===== src/rtl/core/bst_pkg.sv =====
// Token codes, keyword table and word classification shared by the tokenizer.
`timescale 1ns / 1ps

package bst_pkg;

    // Token classes carried on the result word.
    typedef enum logic [5:0] {
        KIND_EOF     = 6'd0,
        KIND_NUM     = 6'd1,
        KIND_BADNUM  = 6'd2,
        KIND_VAR     = 6'd3,
        KIND_PRINT   = 6'd4,
        KIND_IF      = 6'd5,
        KIND_THEN    = 6'd6,
        KIND_GOTO    = 6'd7,
        KIND_INPUT   = 6'd8,
        KIND_LET     = 6'd9,
        KIND_GOSUB   = 6'd10,
        KIND_RETURN  = 6'd11,
        KIND_CLEAR   = 6'd12,
        KIND_LIST    = 6'd13,
        KIND_RUN     = 6'd14,
        KIND_END     = 6'd15,
        KIND_BADID   = 6'd16,
        KIND_UNDEF   = 6'd17,
        KIND_STR     = 6'd18,
        KIND_BADSTR  = 6'd19,
        KIND_EQ      = 6'd20,
        KIND_LT      = 6'd21,
        KIND_LE      = 6'd22,
        KIND_GT      = 6'd23,
        KIND_GE      = 6'd24,
        KIND_NE      = 6'd25,
        KIND_COMMA   = 6'd26,
        KIND_NL      = 6'd27,
        KIND_LP      = 6'd28,
        KIND_RP      = 6'd29,
        KIND_PLUS    = 6'd30,
        KIND_MINUS   = 6'd31,
        KIND_STAR    = 6'd32,
        KIND_SLASH   = 6'd33
    } kind_t;

    // Word letters: the first letter sits in the top byte, index 5.
    typedef logic [5:0][7:0] word_t;

    localparam int KW_COUNT = 12;
    localparam int WORD_MAX = 6;

    localparam word_t KW_TEXT [KW_COUNT] = '{
        {"PRINT", 8'h00},
        {"IF", 32'h0},
        {"THEN", 16'h0},
        {"GOTO", 16'h0},
        {"INPUT", 8'h00},
        {"LET", 24'h0},
        {"GOSUB", 8'h00},
        {"RETURN"},
        {"CLEAR", 8'h00},
        {"LIST", 16'h0},
        {"RUN", 24'h0},
        {"END", 24'h0}
    };

    localparam logic [2:0] KW_LEN [KW_COUNT] = '{
        3'd5, 3'd2, 3'd4, 3'd4, 3'd5, 3'd3, 3'd5, 3'd6, 3'd5, 3'd4, 3'd3, 3'd3
    };

    // Classify an uppercase word. Letters past the count are don't-care, so
    // they are masked before the parallel keyword compare.
    function automatic kind_t word_kind(word_t letters, logic [2:0] count);
        word_t key;
        kind_t k;
        key = '0;
        for (int j = 0; j < WORD_MAX; j++) begin
            if (3'(j) < count) begin
                key[WORD_MAX - 1 - j] = letters[WORD_MAX - 1 - j];
            end
        end
        k = KIND_UNDEF;
        if (count == 3'd1) begin
            k = KIND_VAR;
        end
        else if (count <= 3'(WORD_MAX)) begin
            for (int i = 0; i < KW_COUNT; i++) begin
                if (KW_LEN[i] == count && KW_TEXT[i] == key) begin
                    k = kind_t'(6'(KIND_PRINT) + 6'(i));
                end
            end
        end
        return k;
    endfunction

endpackage


===== src/rtl/core/basic_source_tokenizer.sv =====
// Top level of the BASIC source tokenizer: byte input, token output.
`timescale 1ns / 1ps
//
//  Channel  Dir  Word                                     Handshake
//  s_*      in   tdata[7:0] char, tlast end of source     s_tvalid & s_tready
//  m_*      out  tuser kind, tdata start/length, tlast    m_tvalid & m_tready
//
//  A byte waits in the input register until it loads; its tokens, none up to
//  three, then load together into a three-slot result buffer.
//  Sustained rate is one byte per cycle while each byte yields at most one
//  token and the output is ready; a byte with more tokens holds the input
//  until the one-token-per-cycle output drains the buffer to its last token.
//  Reset clears the mode, position, token mark, letter count, the input valid
//  flag and the buffer count.
//  A stall on the output holds the buffer; the input register keeps taking
//  a byte while the buffer still drains its last token.

module basic_source_tokenizer #(
    parameter int POS_BITS = 16
) (
    input  logic        clk,
    input  logic        rst_n,
    input  logic        s_tvalid,
    output logic        s_tready,
    input  logic [7:0]  s_tdata,   // [7:0] char_byte
    input  logic        s_tlast,   // end_of_source
    output logic        m_tvalid,
    input  logic        m_tready,
    output logic [31:0] m_tdata,   // [15:0] token_start, [31:16] token_length
    output logic [5:0]  m_tuser,   // [5:0] kind code
    output logic        m_tlast    // last_of_run
);

    import bst_pkg::*;

    typedef logic [POS_BITS-1:0] pos_t;

    typedef enum logic [2:0] {
        MODE_IDLE = 3'd0,
        MODE_NUM  = 3'd1,
        MODE_WORD = 3'd2,
        MODE_STR  = 3'd3,
        MODE_LT   = 3'd4,
        MODE_GT   = 3'd5,
        MODE_CR   = 3'd6
    } mode_t;

    // Character classes.
    function automatic logic is_digit(logic [7:0] c);
        return c >= "0" && c <= "9";
    endfunction

    function automatic logic is_upper(logic [7:0] c);
        return c >= "A" && c <= "Z";
    endfunction

    function automatic logic is_alpha(logic [7:0] c);
        return is_upper(c) || (c >= "a" && c <= "z");
    endfunction

    function automatic logic is_blank(logic [7:0] c);
        return c == 8'h20 || c == 8'h0C || c == 8'h09 || c == 8'h0B;
    endfunction

    function automatic logic is_strch(logic [7:0] c);
        return c == 8'h20 || c == 8'h21 || (c >= 8'h23 && c <= 8'h7E);
    endfunction

    // Token length wraps at the position width before it is cut to 16 bits.
    function automatic logic [15:0] span(pos_t first, pos_t stop);
        pos_t d;
        d = stop - first;
        return 16'(d);
    endfunction

    // Kind of a pending token that is closed without taking a byte.
    function automatic kind_t close_kind(mode_t m, word_t letters, logic [2:0] count);
        kind_t k;
        case (m)
            MODE_NUM:  k = KIND_NUM;
            MODE_WORD: k = word_kind(letters, count);
            MODE_STR:  k = KIND_BADSTR;
            MODE_LT:   k = KIND_LT;
            MODE_GT:   k = KIND_GT;
            MODE_CR:   k = KIND_NL;
            default:   k = KIND_UNDEF;
        endcase
        return k;
    endfunction

    // Input register.
    logic       in_valid_reg;
    logic [7:0] in_byte_reg;
    logic       in_last_reg;

    // Lexer state.
    mode_t      mode_reg, mode_next;
    pos_t       pos_reg, pos_next;
    pos_t       mark_reg, mark_next;
    word_t      letters_reg, letters_next;
    logic [2:0] count_reg, count_next;

    // Result buffer; slot 0 drives the output.
    kind_t       slot_kind_reg [3];
    logic [15:0] slot_start_reg [3];
    logic [15:0] slot_len_reg [3];
    logic [1:0]  cnt_reg;

    // Tokens produced by the byte in the input register.
    kind_t       res_kind [3];
    logic [15:0] res_start [3];
    logic [15:0] res_len [3];
    logic [1:0]  res_cnt;

    logic load;
    logic take;
    pos_t cur_pos;
    pos_t nxt_pos;
    logic consumed;
    logic close_old;
    kind_t single_kind;

    assign take     = m_tvalid && m_tready;
    assign load     = in_valid_reg && (cnt_reg == 2'd0 || (cnt_reg == 2'd1 && m_tready));
    assign s_tready = !in_valid_reg || load;

    assign cur_pos = pos_reg;
    assign nxt_pos = pos_reg + pos_t'(1);

    // Single-byte tokens started from idle.
    always_comb
    begin
        case (in_byte_reg)
            "=":     single_kind = KIND_EQ;
            ",":     single_kind = KIND_COMMA;
            8'h0A:   single_kind = KIND_NL;
            "(":     single_kind = KIND_LP;
            ")":     single_kind = KIND_RP;
            "+":     single_kind = KIND_PLUS;
            "-":     single_kind = KIND_MINUS;
            "*":     single_kind = KIND_STAR;
            "/":     single_kind = KIND_SLASH;
            default: single_kind = KIND_UNDEF;
        endcase
    end

    // Scan one byte: offer it to the pending token, rescan from idle if it
    // does not continue, then flush and close the source on the end flag.
    always_comb
    begin
        mode_next    = mode_reg;
        mark_next    = mark_reg;
        letters_next = letters_reg;
        count_next   = count_reg;
        pos_next     = nxt_pos;
        consumed     = 1'b0;
        close_old    = 1'b0;
        res_cnt      = 2'd0;
        for (int i = 0; i < 3; i++) begin
            res_kind[i]  = KIND_EOF;
            res_start[i] = '0;
            res_len[i]   = '0;
        end

        case (mode_reg)
            MODE_NUM:
            begin
                if (is_digit(in_byte_reg)) begin
                    consumed = 1'b1;
                end
                else if (is_alpha(in_byte_reg)) begin
                    res_kind[res_cnt]  = KIND_BADNUM;
                    res_start[res_cnt] = 16'(mark_reg);
                    res_len[res_cnt]   = span(mark_reg, nxt_pos);
                    res_cnt            = res_cnt + 2'd1;
                    mode_next          = MODE_IDLE;
                    consumed           = 1'b1;
                end
                else begin
                    close_old = 1'b1;
                end
            end
            MODE_WORD:
            begin
                if (is_upper(in_byte_reg)) begin
                    if (count_reg < 3'(WORD_MAX)) begin
                        letters_next[3'(WORD_MAX - 1) - count_reg] = in_byte_reg;
                    end
                    if (count_reg != 3'd7) begin
                        count_next = count_reg + 3'd1;
                    end
                    consumed = 1'b1;
                end
                else if (is_digit(in_byte_reg)) begin
                    res_kind[res_cnt]  = KIND_BADID;
                    res_start[res_cnt] = 16'(mark_reg);
                    res_len[res_cnt]   = span(mark_reg, nxt_pos);
                    res_cnt            = res_cnt + 2'd1;
                    mode_next          = MODE_IDLE;
                    consumed           = 1'b1;
                end
                else begin
                    close_old = 1'b1;
                end
            end
            MODE_STR:
            begin
                if (is_strch(in_byte_reg)) begin
                    consumed = 1'b1;
                end
                else if (in_byte_reg == "\"") begin
                    res_kind[res_cnt]  = KIND_STR;
                    res_start[res_cnt] = 16'(mark_reg);
                    res_len[res_cnt]   = span(mark_reg, nxt_pos);
                    res_cnt            = res_cnt + 2'd1;
                    mode_next          = MODE_IDLE;
                    consumed           = 1'b1;
                end
                else begin
                    close_old = 1'b1;
                end
            end
            MODE_LT, MODE_GT:
            begin
                if (in_byte_reg == "=" ||
                    (mode_reg == MODE_LT && in_byte_reg == ">") ||
                    (mode_reg == MODE_GT && in_byte_reg == "<")) begin
                    if (in_byte_reg == "=") begin
                        res_kind[res_cnt] = (mode_reg == MODE_LT) ? KIND_LE : KIND_GE;
                    end
                    else begin
                        res_kind[res_cnt] = KIND_NE;
                    end
                    res_start[res_cnt] = 16'(mark_reg);
                    res_len[res_cnt]   = span(mark_reg, nxt_pos);
                    res_cnt            = res_cnt + 2'd1;
                    mode_next          = MODE_IDLE;
                    consumed           = 1'b1;
                end
                else begin
                    close_old = 1'b1;
                end
            end
            MODE_CR:
            begin
                if (in_byte_reg == 8'h0A) begin
                    res_kind[res_cnt]  = KIND_NL;
                    res_start[res_cnt] = 16'(mark_reg);
                    res_len[res_cnt]   = span(mark_reg, nxt_pos);
                    res_cnt            = res_cnt + 2'd1;
                    mode_next          = MODE_IDLE;
                    consumed           = 1'b1;
                end
                else begin
                    close_old = 1'b1;
                end
            end
            default:
            begin
                mode_next = MODE_IDLE;
            end
        endcase

        // The pending token ends just before this byte.
        if (close_old) begin
            res_kind[res_cnt]  = close_kind(mode_reg, letters_reg, count_reg);
            res_start[res_cnt] = 16'(mark_reg);
            res_len[res_cnt]   = span(mark_reg, cur_pos);
            res_cnt            = res_cnt + 2'd1;
            mode_next          = MODE_IDLE;
        end

        // Start a new token from idle.
        if (!consumed && !is_blank(in_byte_reg)) begin
            mark_next = cur_pos;
            if (is_digit(in_byte_reg)) begin
                mode_next = MODE_NUM;
            end
            else if (is_upper(in_byte_reg)) begin
                letters_next[WORD_MAX - 1] = in_byte_reg;
                count_next                 = 3'd1;
                mode_next                  = MODE_WORD;
            end
            else if (in_byte_reg == "\"") begin
                mode_next = MODE_STR;
            end
            else if (in_byte_reg == "<") begin
                mode_next = MODE_LT;
            end
            else if (in_byte_reg == ">") begin
                mode_next = MODE_GT;
            end
            else if (in_byte_reg == 8'h0D) begin
                mode_next = MODE_CR;
            end
            else begin
                res_kind[res_cnt]  = single_kind;
                res_start[res_cnt] = 16'(cur_pos);
                res_len[res_cnt]   = span(cur_pos, nxt_pos);
                res_cnt            = res_cnt + 2'd1;
            end
        end

        // End of source: flush the pending token, then the end-of-file token.
        if (in_last_reg) begin
            if (mode_next != MODE_IDLE) begin
                res_kind[res_cnt]  = close_kind(mode_next, letters_next, count_next);
                res_start[res_cnt] = 16'(mark_next);
                res_len[res_cnt]   = span(mark_next, nxt_pos);
                res_cnt            = res_cnt + 2'd1;
            end
            res_kind[res_cnt]  = KIND_EOF;
            res_start[res_cnt] = 16'(nxt_pos);
            res_len[res_cnt]   = '0;
            res_cnt            = res_cnt + 2'd1;
            pos_next           = '0;
            mode_next          = MODE_IDLE;
        end
    end

    // Input register, lexer state and result buffer.
    always_ff @(posedge clk or negedge rst_n)
    begin
        if (!rst_n) begin
            in_valid_reg <= 1'b0;
            mode_reg     <= MODE_IDLE;
            pos_reg      <= '0;
            mark_reg     <= '0;
            count_reg    <= 3'd0;
            cnt_reg      <= 2'd0;
        end
        else begin
            if (s_tvalid && s_tready) begin
                in_valid_reg <= 1'b1;
                in_byte_reg  <= s_tdata;
                in_last_reg  <= s_tlast;
            end
            else if (load) begin
                in_valid_reg <= 1'b0;
            end

            if (load) begin
                mode_reg    <= mode_next;
                pos_reg     <= pos_next;
                mark_reg    <= mark_next;
                letters_reg <= letters_next;
                count_reg   <= count_next;
                for (int i = 0; i < 3; i++) begin
                    slot_kind_reg[i]  <= res_kind[i];
                    slot_start_reg[i] <= res_start[i];
                    slot_len_reg[i]   <= res_len[i];
                end
                cnt_reg <= res_cnt;
            end
            else if (take) begin
                for (int i = 0; i < 2; i++) begin
                    slot_kind_reg[i]  <= slot_kind_reg[i + 1];
                    slot_start_reg[i] <= slot_start_reg[i + 1];
                    slot_len_reg[i]   <= slot_len_reg[i + 1];
                end
                cnt_reg <= cnt_reg - 2'd1;
            end
        end
    end

    // Output word from the head slot.
    assign m_tvalid = cnt_reg != 2'd0;
    assign m_tlast  = cnt_reg == 2'd1;
    assign m_tuser  = slot_kind_reg[0];
    assign m_tdata  = {slot_len_reg[0], slot_start_reg[0]};

    // The end flag always yields at least the end-of-file token.
    assert property (@(posedge clk) disable iff (!rst_n)
        load && in_last_reg |-> res_cnt != 2'd0)
        else $error("end of source produced no token");

    // After the end flag the position and mode are back at their start.
    assert property (@(posedge clk) disable iff (!rst_n)
        load && in_last_reg |=> pos_reg == '0 && mode_reg == MODE_IDLE && m_tvalid)
        else $error("lexer did not return to start after end of source");

    // Lexer state only moves when a byte is processed.
    assert property (@(posedge clk) disable iff (!rst_n)
        !load |=> $stable(pos_reg) && $stable(mode_reg))
        else $error("lexer state changed without a byte");

    // A taken word without a new load removes exactly one token.
    assert property (@(posedge clk) disable iff (!rst_n)
        take && !load |=> cnt_reg == $past(cnt_reg) - 2'd1)
        else $error("result buffer count slipped");

endmodule


===== config.mk =====
export PLATFORM = sky130hd
export DESIGN_NAME = basic_source_tokenizer
export DESIGN_NICKNAME = d
export VERILOG_FILES = /design/src/rtl/core/bst_pkg.sv /design/src/rtl/core/basic_source_tokenizer.sv
export SDC_FILE = /design/constraint.sdc
export NUM_CORES = 1
export LEC_CHECK = 0
export BUFFER_PORTS_ARGS = -buffer_cell sky130_fd_sc_hd__buf_2
export CORE_AREA = 2 2 256 258
export CTS_CLUSTER_SIZE = 30
export DETAILED_ROUTE_END_ITERATION = 12
export DIE_AREA = 0 0 258 260
export GPL_ROUTABILITY_DRIVEN = 0
export PLACE_DENSITY_LB_ADDON = 0.3
export SKIP_CTS_REPAIR_TIMING = 1
export SLEW_MARGIN = 5
export SYNTH_ARGS = -nofsm -noshare
export SYNTH_HDL_FRONTEND = slang
export SYNTH_SLANG_ARGS = --single-unit

===== constraint.sdc =====
create_clock -name clk -period 6.4 [get_ports clk]
set_input_delay 1.28 -clock clk [delete_from_list [all_inputs] [get_ports clk]]
set_output_delay 1.28 -clock clk [all_outputs]
set_load 0.01 [all_outputs]

==> run summary, run 1 <==
The fraction of final layout cells sized beyond drive strength 1 came out at 11.10%. No sink is reached through more buffers than the 3 on the longest clock path. Sequential elements use 34.50% of the synthesized area. The number of global-route vias before repair is 16,232. The number of endpoints failing setup at the final stage is 0. The startpoint identified for the worst hold timing path is slot_start_reg[0][23]$_DFFE_PP_. STA puts the critical path data required time at 6.80 ns. The total wire length came out at 65,000 um.

In this run the tightest slew margin relative to its limit is 21.49%. The remaining antenna violation count is 0. The max capacitance violation total came out at 0. The unique cell type count in the Yosys netlist is 101. The critical path's slowest cell is sky130_fd_sc_hd__edfxtp_1. The area of the die came out at 67,080 um2. For hold timing, the worst endpoint is slot_start_reg[0][7]$_DFFE_PP_.

The pin slew with the least headroom to its limit came out at 1.175 ns. The count of buffers from port buffering is 53. The buffer cell driving the clock tree root is sky130_fd_sc_hd__clkbuf_16. The post-route fraction of the period consumed by the critical path is 94.94%. The DRC marker count from the first detailed-route iteration is 2,131. The chip width is 258 um. The fmax came out at 164.6 MHz. The leakage component of the power came out at 7.141 nW.

In the final routed layout, each cell accounts on average for 22.06 um. The signal on the critical path passes through buf_4 -> or3b_2 -> nor4_1 -> o21a_1 -> or4_1 -> buf_4 -> nor2_1 -> a21oi_1 -> ha_1 -> a21o_1 -> a21oi_1 -> nor2b_1 -> o21ai_0 -> a211oi_1 -> nand3b_1 -> a2111oi_1 -> a311oi_2 -> o2111ai_1 -> o31ai_1 -> a311oi_1. For this run, design rule violations remaining after detail routing come to 0. Clock tree synthesis inserted a total of 28 buffers.

The total global routing overflow came out at 0. The worst setup path is launched from a flip-flop. The detailed placement HPWL came out at 46,690 um. Entering global routing, the biggest net connects 76 pins. The final critical delay including setup and external delays came out at 6.076 ns. The run finished with clean final reports. The worst setup path is of the reg2reg kind. The number of nets in the synthesized netlist is 2,194. In the global route stage, met3 resource usage came out at 3.138%. The clock net sink count is 212. The number of nets in the layout came out at 2,159.

The number of register bits inferred by synthesis came out at 212. For the final routed database, the setup TNS stands at 0 ns. Leaving out fill and tap cells, the most frequent cells in the layout are 224 x sky130_fd_sc_hd__nand2_1, 188 x sky130_fd_sc_hd__nor2_1, 171 x sky130_fd_sc_hd__edfxtp_1.

For met1 alone, demand over resource in global routing was 25.24%. The async set or reset register ratio after synthesis is 19.34%. Dividing total power by cell area gives a power density of 424.6 nW/um2.

The path class of the tightest hold or removal check is reg2reg. The first global-routing pass estimated 99,820 um of wire. After detailed routing, the number of vias per cell comes to 5.808.

The total routing usage reported by global routing came out at 18.91%. The global routing stage identified its most utilized layer as met2. Along the worst hold path, the cell count comes to 1.

TritonCTS built the clock tree. The worst slack at placement came out at 0.4163 ns. Pin placement for this block handled 54 I/O pins. The path depth of the worst reg2reg path came out at 20. The number of antenna violations at the first check in global routing was 0. The cell count after synthesis is 2,105.

IR analysis of the VDD net gives a maximum drop of 237.4 uV. The core outline area came out at 64,120 um2. The count of endpoints failing hold in the final timing report came out at 0.

Counting flops with a built-in enable in the synthesized netlist gives 171. The first-pass iteration count of the detailed router came out at 6. The area of the mapped netlist came out at 17,860 um2. The area growth from synthesis to layout is 10.40%. Across the routed clock network, the largest skew measured is 0.01555 ns. CTS built an H-tree with a depth of 1. The average cell area after synthesis came out at 8.484 um2. The nature of the critical path endpoint is a flip-flop. The library cell used most frequently in the layout, excluding fill and tap cells, is sky130_fd_sc_hd__nand2_1. The number of core rows came out at 93. The critical path buffer and inverter count is 2. The delay of the slowest cell on the worst path is 0.53 ns. The reg2reg setup slack is 0.32 ns. The global-route met2 utilization is 30.62%.

The startpoint of the lowest-slack register-to-register path is in_byte_reg[1]$_DFFE_PP_. The family with the most delay on the worst path is compound AO/OA/AOI/OAI gates. The number of max-slew violations in the final report came out at 0.

For this run, the number of Yosys warnings is 0. The clock latency at the later pin of the worst-skew pair is 0.58 ns. The clock transition at the registers of the reported paths is 0.06 ns. The total via count in the routed design came out at 17,117. The effective utilization at floorplan came out at 27.85%. The dominant synthesized flop cell is sky130_fd_sc_hd__edfxtp_1.

From bottom edge to top edge, the die measures 260 um. In this run the critical register-to-register path is captured at slot_len_reg[0][14]$_DFFE_PP_. In this run the worst path has a maximum fanout of 29. The worst path meets setup with 0.3236 ns of slack. The worst endpoint data arrival time is 6.48 ns.
## where the power goes
part	internal [W]	leakage, nW	total (W)	switching, W
clock network	0.000871	0.419	0.00153	0.000655
registers	0.00198	2.11	0.00218	0.000202
logic	0.00165	4.61	0.00466	0.00302
total	0.00450	7.14	0.00837	0.00388
## final cells by class
cell class / instances / area (um2)
repair buffers: 112 / 708.2
multi-input cells: 1615 / 10530
clock inverters: 11 / 100.1
clock buffers: 40 / 765.7
diodes: 1 / 2.502
fillers: 6838 / 44400
inverters: 101 / 379.1
flip-flops and latches: 212 / 6161
well taps: 855 / 1070
## through the flow
| stage | hold slack (ns) | utilization (%) | area, um2 | cells | power, W |
|---|---|---|---|---|---|
| 3_5_place_dp | 0.5058 | 29.38 | 18840 | 2895 | 0.006799 |
| 4_1_cts | 0.5200 | 30.73 | 19700 | 2946 | 0.008361 |
| 3_3_place_gp | 0.4664 | 29.38 | 18840 | 2895 | 0.006772 |
| 5_1_grt | 0.5249 | 30.75 | 19710 | 2946 | 0.008907 |
| 2_1_floorplan | 0.4498 | - | 17860 | 2105 | 0.005438 |
| 6_report | 0.5156 | 30.75 | 19720 | 2947 | 0.008372 |
## Yosys cell counts (all sizes together), types with 26 or more instances
cell | instances | area [um2]
ha | 73 | 913.4
a21oi | 112 | 564.3
a21o | 39 | 292.8
nor2 | 190 | 713.2
o21ai | 113 | 569.3
inv | 99 | 371.6
xnor2 | 36 | 315.3
dfrtp | 41 | 1026
nand2 | 224 | 840.8
mux2 | 26 | 292.8
buf | 59 | 386.6
nor4 | 38 | 280.3
xor2 | 32 | 280.3
mux2i | 34 | 344.1
clkbuf | 118 | 442.9
o22ai | 43 | 275.3
and3 | 28 | 175.2
nor3 | 60 | 310.3
a22oi | 30 | 225.2
a221oi | 41 | 365.3
nand3 | 60 | 305.3
edfxtp | 171 | 5135
## worst max-delay path by stage
stage                                               end                      from  cells past startpoint  slack, ns
final                     slot_len_reg[0][14]$_DFFE_PP_  in_byte_reg[1]$_DFFE_PP_                     20       0.32
after global routing      slot_len_reg[0][14]$_DFFE_PP_  in_byte_reg[1]$_DFFE_PP_                     20      -0.02
after CTS                 slot_len_reg[0][14]$_DFFE_PP_  in_byte_reg[1]$_DFFE_PP_                     19       0.38
after detailed placement  slot_len_reg[0][14]$_DFFE_PP_  in_byte_reg[1]$_DFFE_PP_                     19       0.42
after global placement    slot_len_reg[0][14]$_DFFE_PP_  in_byte_reg[1]$_DFFE_PP_                     19       0.54
after floorplan                letters_reg[0]$_DFFE_PP_                  m_tready                      6       0.21
## worst reg2reg max path, delay by kind of cell (launching register included)
kind | cells | cell delay, ns
flip-flops | 1 | 0.53
AO/OA/AOI/OAI | 11 | 2.84
buffers and inverters | 2 | 0.69
AND/OR/NAND/NOR | 6 | 1.53
adder cells (fa/ha/maj) | 1 | 0.33
## cell families (layout without fill, tap and decap cells)
family	after synthesis	count (layout)	synth area share [%]
simple gates	812	812	23.28
buf+inv	278	264	6.768
fa+ha+maj	76	76	5.451
flops	212	212	34.50
other cells	0	1	0
xor+xnor	68	68	3.335
compound gates	599	599	23.10
mux	60	60	3.566
## routing by layer
metal | share of wire (%) | wire [um]
met2 | 45 | 29480
met5 | 0 | 0
met4 | 4.2 | 2739
met3 | 7.8 | 5060
met1 | 43 | 27720
Power figures use the tool's default switching activity.
==> run 2: changes to the inputs <==
CORE_AREA = 2 2 192 194   (was 2 2 256 258)
DIE_AREA = 0 0 194 196   (was 0 0 258 260)
==> run 2 against run 1 <==
Compared with the run above: combinational power up 1%; register-to-register slack better by 0.22 ns; critical endpoint unchanged; first-iteration DRC count up 13%; final area down 2.5%; sequential share of layout area up 0.80 points; non-clock buffer count down 3; largest cell class unchanged.
==> run summary, run 2 (synthesized netlist as in run 1, its figures left out) <==
Setup repair after global routing left no endpoint under its margin. The category of the critical setup timing path is reg2reg. The chip height is 196 um. The detail route stage leaves a number of antenna-violating nets equal to 0. The die is 194 um wide. The clock latency at the later pin of the worst-skew pair is 0.57 ns. The worst endpoint data arrival time came out at 6.16 ns. For this design the ratio of total power to cell area is 439.0 nW/um2. The sequential cell area came out at 6161 um2. The number of antenna violations at the first check in global routing came out at 0. The worst setup path is captured at a flip-flop. For this run, the post-layout net count is 2,155.

The number of max-slew violations in the final report came out at 0. Clock-pin slew was measured on the worst setup and hold paths at 0.06 ns. The first global-routing pass estimated 93,170 um of wire. Including well taps, the total number of placed cells is 2,505.

In the routed layout, each cell is associated on average with a via count of 6.889. The fmax came out at 170.9 MHz. The tightest min-delay check is of the reg2reg type. The routed length per placed instance came out at 23.66 um. In the layout the commonest cells are 224 x sky130_fd_sc_hd__nand2_1, 188 x sky130_fd_sc_hd__nor2_1, 171 x sky130_fd_sc_hd__edfxtp_1. The total inserted antenna cells came out at 0. Across every metal layer, demand over resource in global routing totals 30.74%. The footprint of the multi-input gates is 10,520 um2.

The fraction of final layout cells sized beyond drive strength 1 is 11.03%. The worst clock skew on the final layout came out at 0.01823 ns. The post-place instance area came out at 18,330 um2. The number of global-route vias before repair is 16,203. The area of the die came out at 38,020 um2. Setup violations remaining at the end of the flow were counted as 0.

The final critical delay including setup and external delays is 5.852 ns. The count of endpoints failing hold in the final timing report is 0. The TritonCTS clock tree is done. The path depth of the worst reg2reg path came out at 21. The max capacitance violation total is 0. The detailed placement HPWL came out at 43,150 um. The count of buffers from port buffering came out at 53.

The total global routing overflow came out at 0. STA classifies the critical path startpoint as a flip-flop. Counting the fill cells in the layout gives 3,316.

The required time of the critical path is 6.71 ns. The effective utilization at floorplan is 49.49%. The pin slew with the least headroom to its limit is 1.228 ns. The pin count of the biggest net entering global routing came out at 83. The total via count in the routed design is 17,595. The number of H-tree levels came out at 1.

The setup total negative slack is 0 ns. The detailed-route DRC error count is 0. The first-pass iteration count of the detailed router came out at 9.

The worst-case IR drop observed on VDD is 410.6 uV. Prior to clock tree synthesis, the placed netlist has a worst setup slack of 0.6646 ns. The area growth from synthesis to layout is 7.658%. The finished layout cell area came out at 19,230 um2. The buffer cell driving the clock tree root is sky130_fd_sc_hd__clkbuf_16. The post-route fraction of the period consumed by the critical path came out at 91.44%. Summed over all cells, the static leakage comes to 7.137 nW. The number of standard cells in the layout, taps in and fillers out is 2,554. The total wire length came out at 60,430 um.

The post-layout worst setup margin is 0.5477 ns. Cells fill 53.28% of the core in the end. The worst relative slew slack is 18.14%. The critical-path maximum fanout is 8. The number of core rows came out at 70. The run finished with clean final reports. The DRC marker count from the first detailed-route iteration came out at 2,402. Clock tree synthesis found a total of 212 sinks. The core outline area came out at 36,080 um2. The top-level I/O count came out at 54. The total CTS buffers came out at 27. The depth of the worst hold-timing path is 2. The maximum number of buffers from clock root to sink came out at 3. The library cell used most frequently in the layout, excluding fill and tap cells, is sky130_fd_sc_hd__nand2_1.
run 2: changes by cell type in the layout (fill, tap and decap cells not counted), moves of 2 or more:
cell                         delta
sky130_fd_sc_hd__clkinv_4       +2
sky130_fd_sc_hd__bufinv_16      +3
sky130_fd_sc_hd__clkbuf_1       -6
sky130_fd_sc_hd__buf_4          -3
sky130_fd_sc_hd__clkinvlp_4     +3
sky130_fd_sc_hd__clkbuf_8       -2
run 2: per-layer routing:
| layer | share of wire, % | GRT usage [%] | up-vias |
|---|---|---|---|
| met5 | 0 | 0 | - |
| met4 | 6.9 | 16.95 | 0 |
| met3 | 11 | 6.154 | 319 |
| met2 | 43 | 47.50 | 1223 |
| met1 | 39 | 40.54 | 8250 |
| li1 | - | - | 7803 |
run 2: area by class of cell:
class                      instances  share of cell area, %
sequential                       212                  32.04
timing repair buffer             109                  3.566
inverter                         101                  1.972
clock buffer                      31                  3.592
tap                              468                  3.046
multi-input combinational       1615                  54.70
clock inverter                    18                  1.080
run 2: final timing paths:
kind / slack [ns] / startpoint / endpoint
worst max register to register: 0.55 / in_byte_reg[2]$_DFFE_PP_ / slot_len_reg[0][14]$_DFFE_PP_
max in group asynchronous: 4.84 / rst_n / cur_pos[14]$_DFFE_PN0P_
worst min register to register: 0.49 / cnt_reg[1]$_DFFE_PN0P_ / cnt_reg[1]$_DFFE_PN0P_
worst min-delay path: 0.49 / cnt_reg[1]$_DFFE_PN0P_ / cnt_reg[1]$_DFFE_PN0P_
worst max-delay path: 0.55 / in_byte_reg[2]$_DFFE_PP_ / slot_len_reg[0][14]$_DFFE_PP_
min in group asynchronous: 0.62 / rst_n / cnt_reg[0]$_DFFE_PN0P_
run 2: where the power goes:
part	switching (W)	total (W)	internal [W]	leakage (nW)
clock	0.000639	0.00157	0.000935	0.427
sequential	0.000168	0.00215	0.00198	2.11
combinational	0.00309	0.00472	0.00163	4.60
run 2: metrics by stage:
stage / hold WS [ns] / power (W)
after detailed placement: 0.4825 / 0.006735
after CTS: 0.4988 / 0.008334
after global routing: 0.5291 / 0.008885
after global placement: 0.4702 / 0.006663
after floorplan: 0.4498 / 0.005438
final: 0.4866 / 0.008441
run 2: worst max-delay path, cell delays in order, from the launching register on:
cell and delay (ns):
sky130_fd_sc_hd__edfxtp_1 0.39, sky130_fd_sc_hd__or4_4 0.59, sky130_fd_sc_hd__o221ai_2 0.46, sky130_fd_sc_hd__a221oi_2 0.13, sky130_fd_sc_hd__or4_1 0.73, sky130_fd_sc_hd__nor2_1 0.16
sky130_fd_sc_hd__a21oi_1 0.10, sky130_fd_sc_hd__inv_1 0.11, sky130_fd_sc_hd__ha_1 0.17, sky130_fd_sc_hd__inv_1 0.06, sky130_fd_sc_hd__fa_1 0.45, sky130_fd_sc_hd__a21o_1 0.17
sky130_fd_sc_hd__a21oi_1 0.21, sky130_fd_sc_hd__nor2b_1 0.07, sky130_fd_sc_hd__o21ai_0 0.31, sky130_fd_sc_hd__a211oi_1 0.16, sky130_fd_sc_hd__nand3b_1 0.21, sky130_fd_sc_hd__and2_1 0.18
sky130_fd_sc_hd__a311oi_1 0.50, sky130_fd_sc_hd__nor2_1 0.10, sky130_fd_sc_hd__o31ai_1 0.24, sky130_fd_sc_hd__a311oi_1 0.08
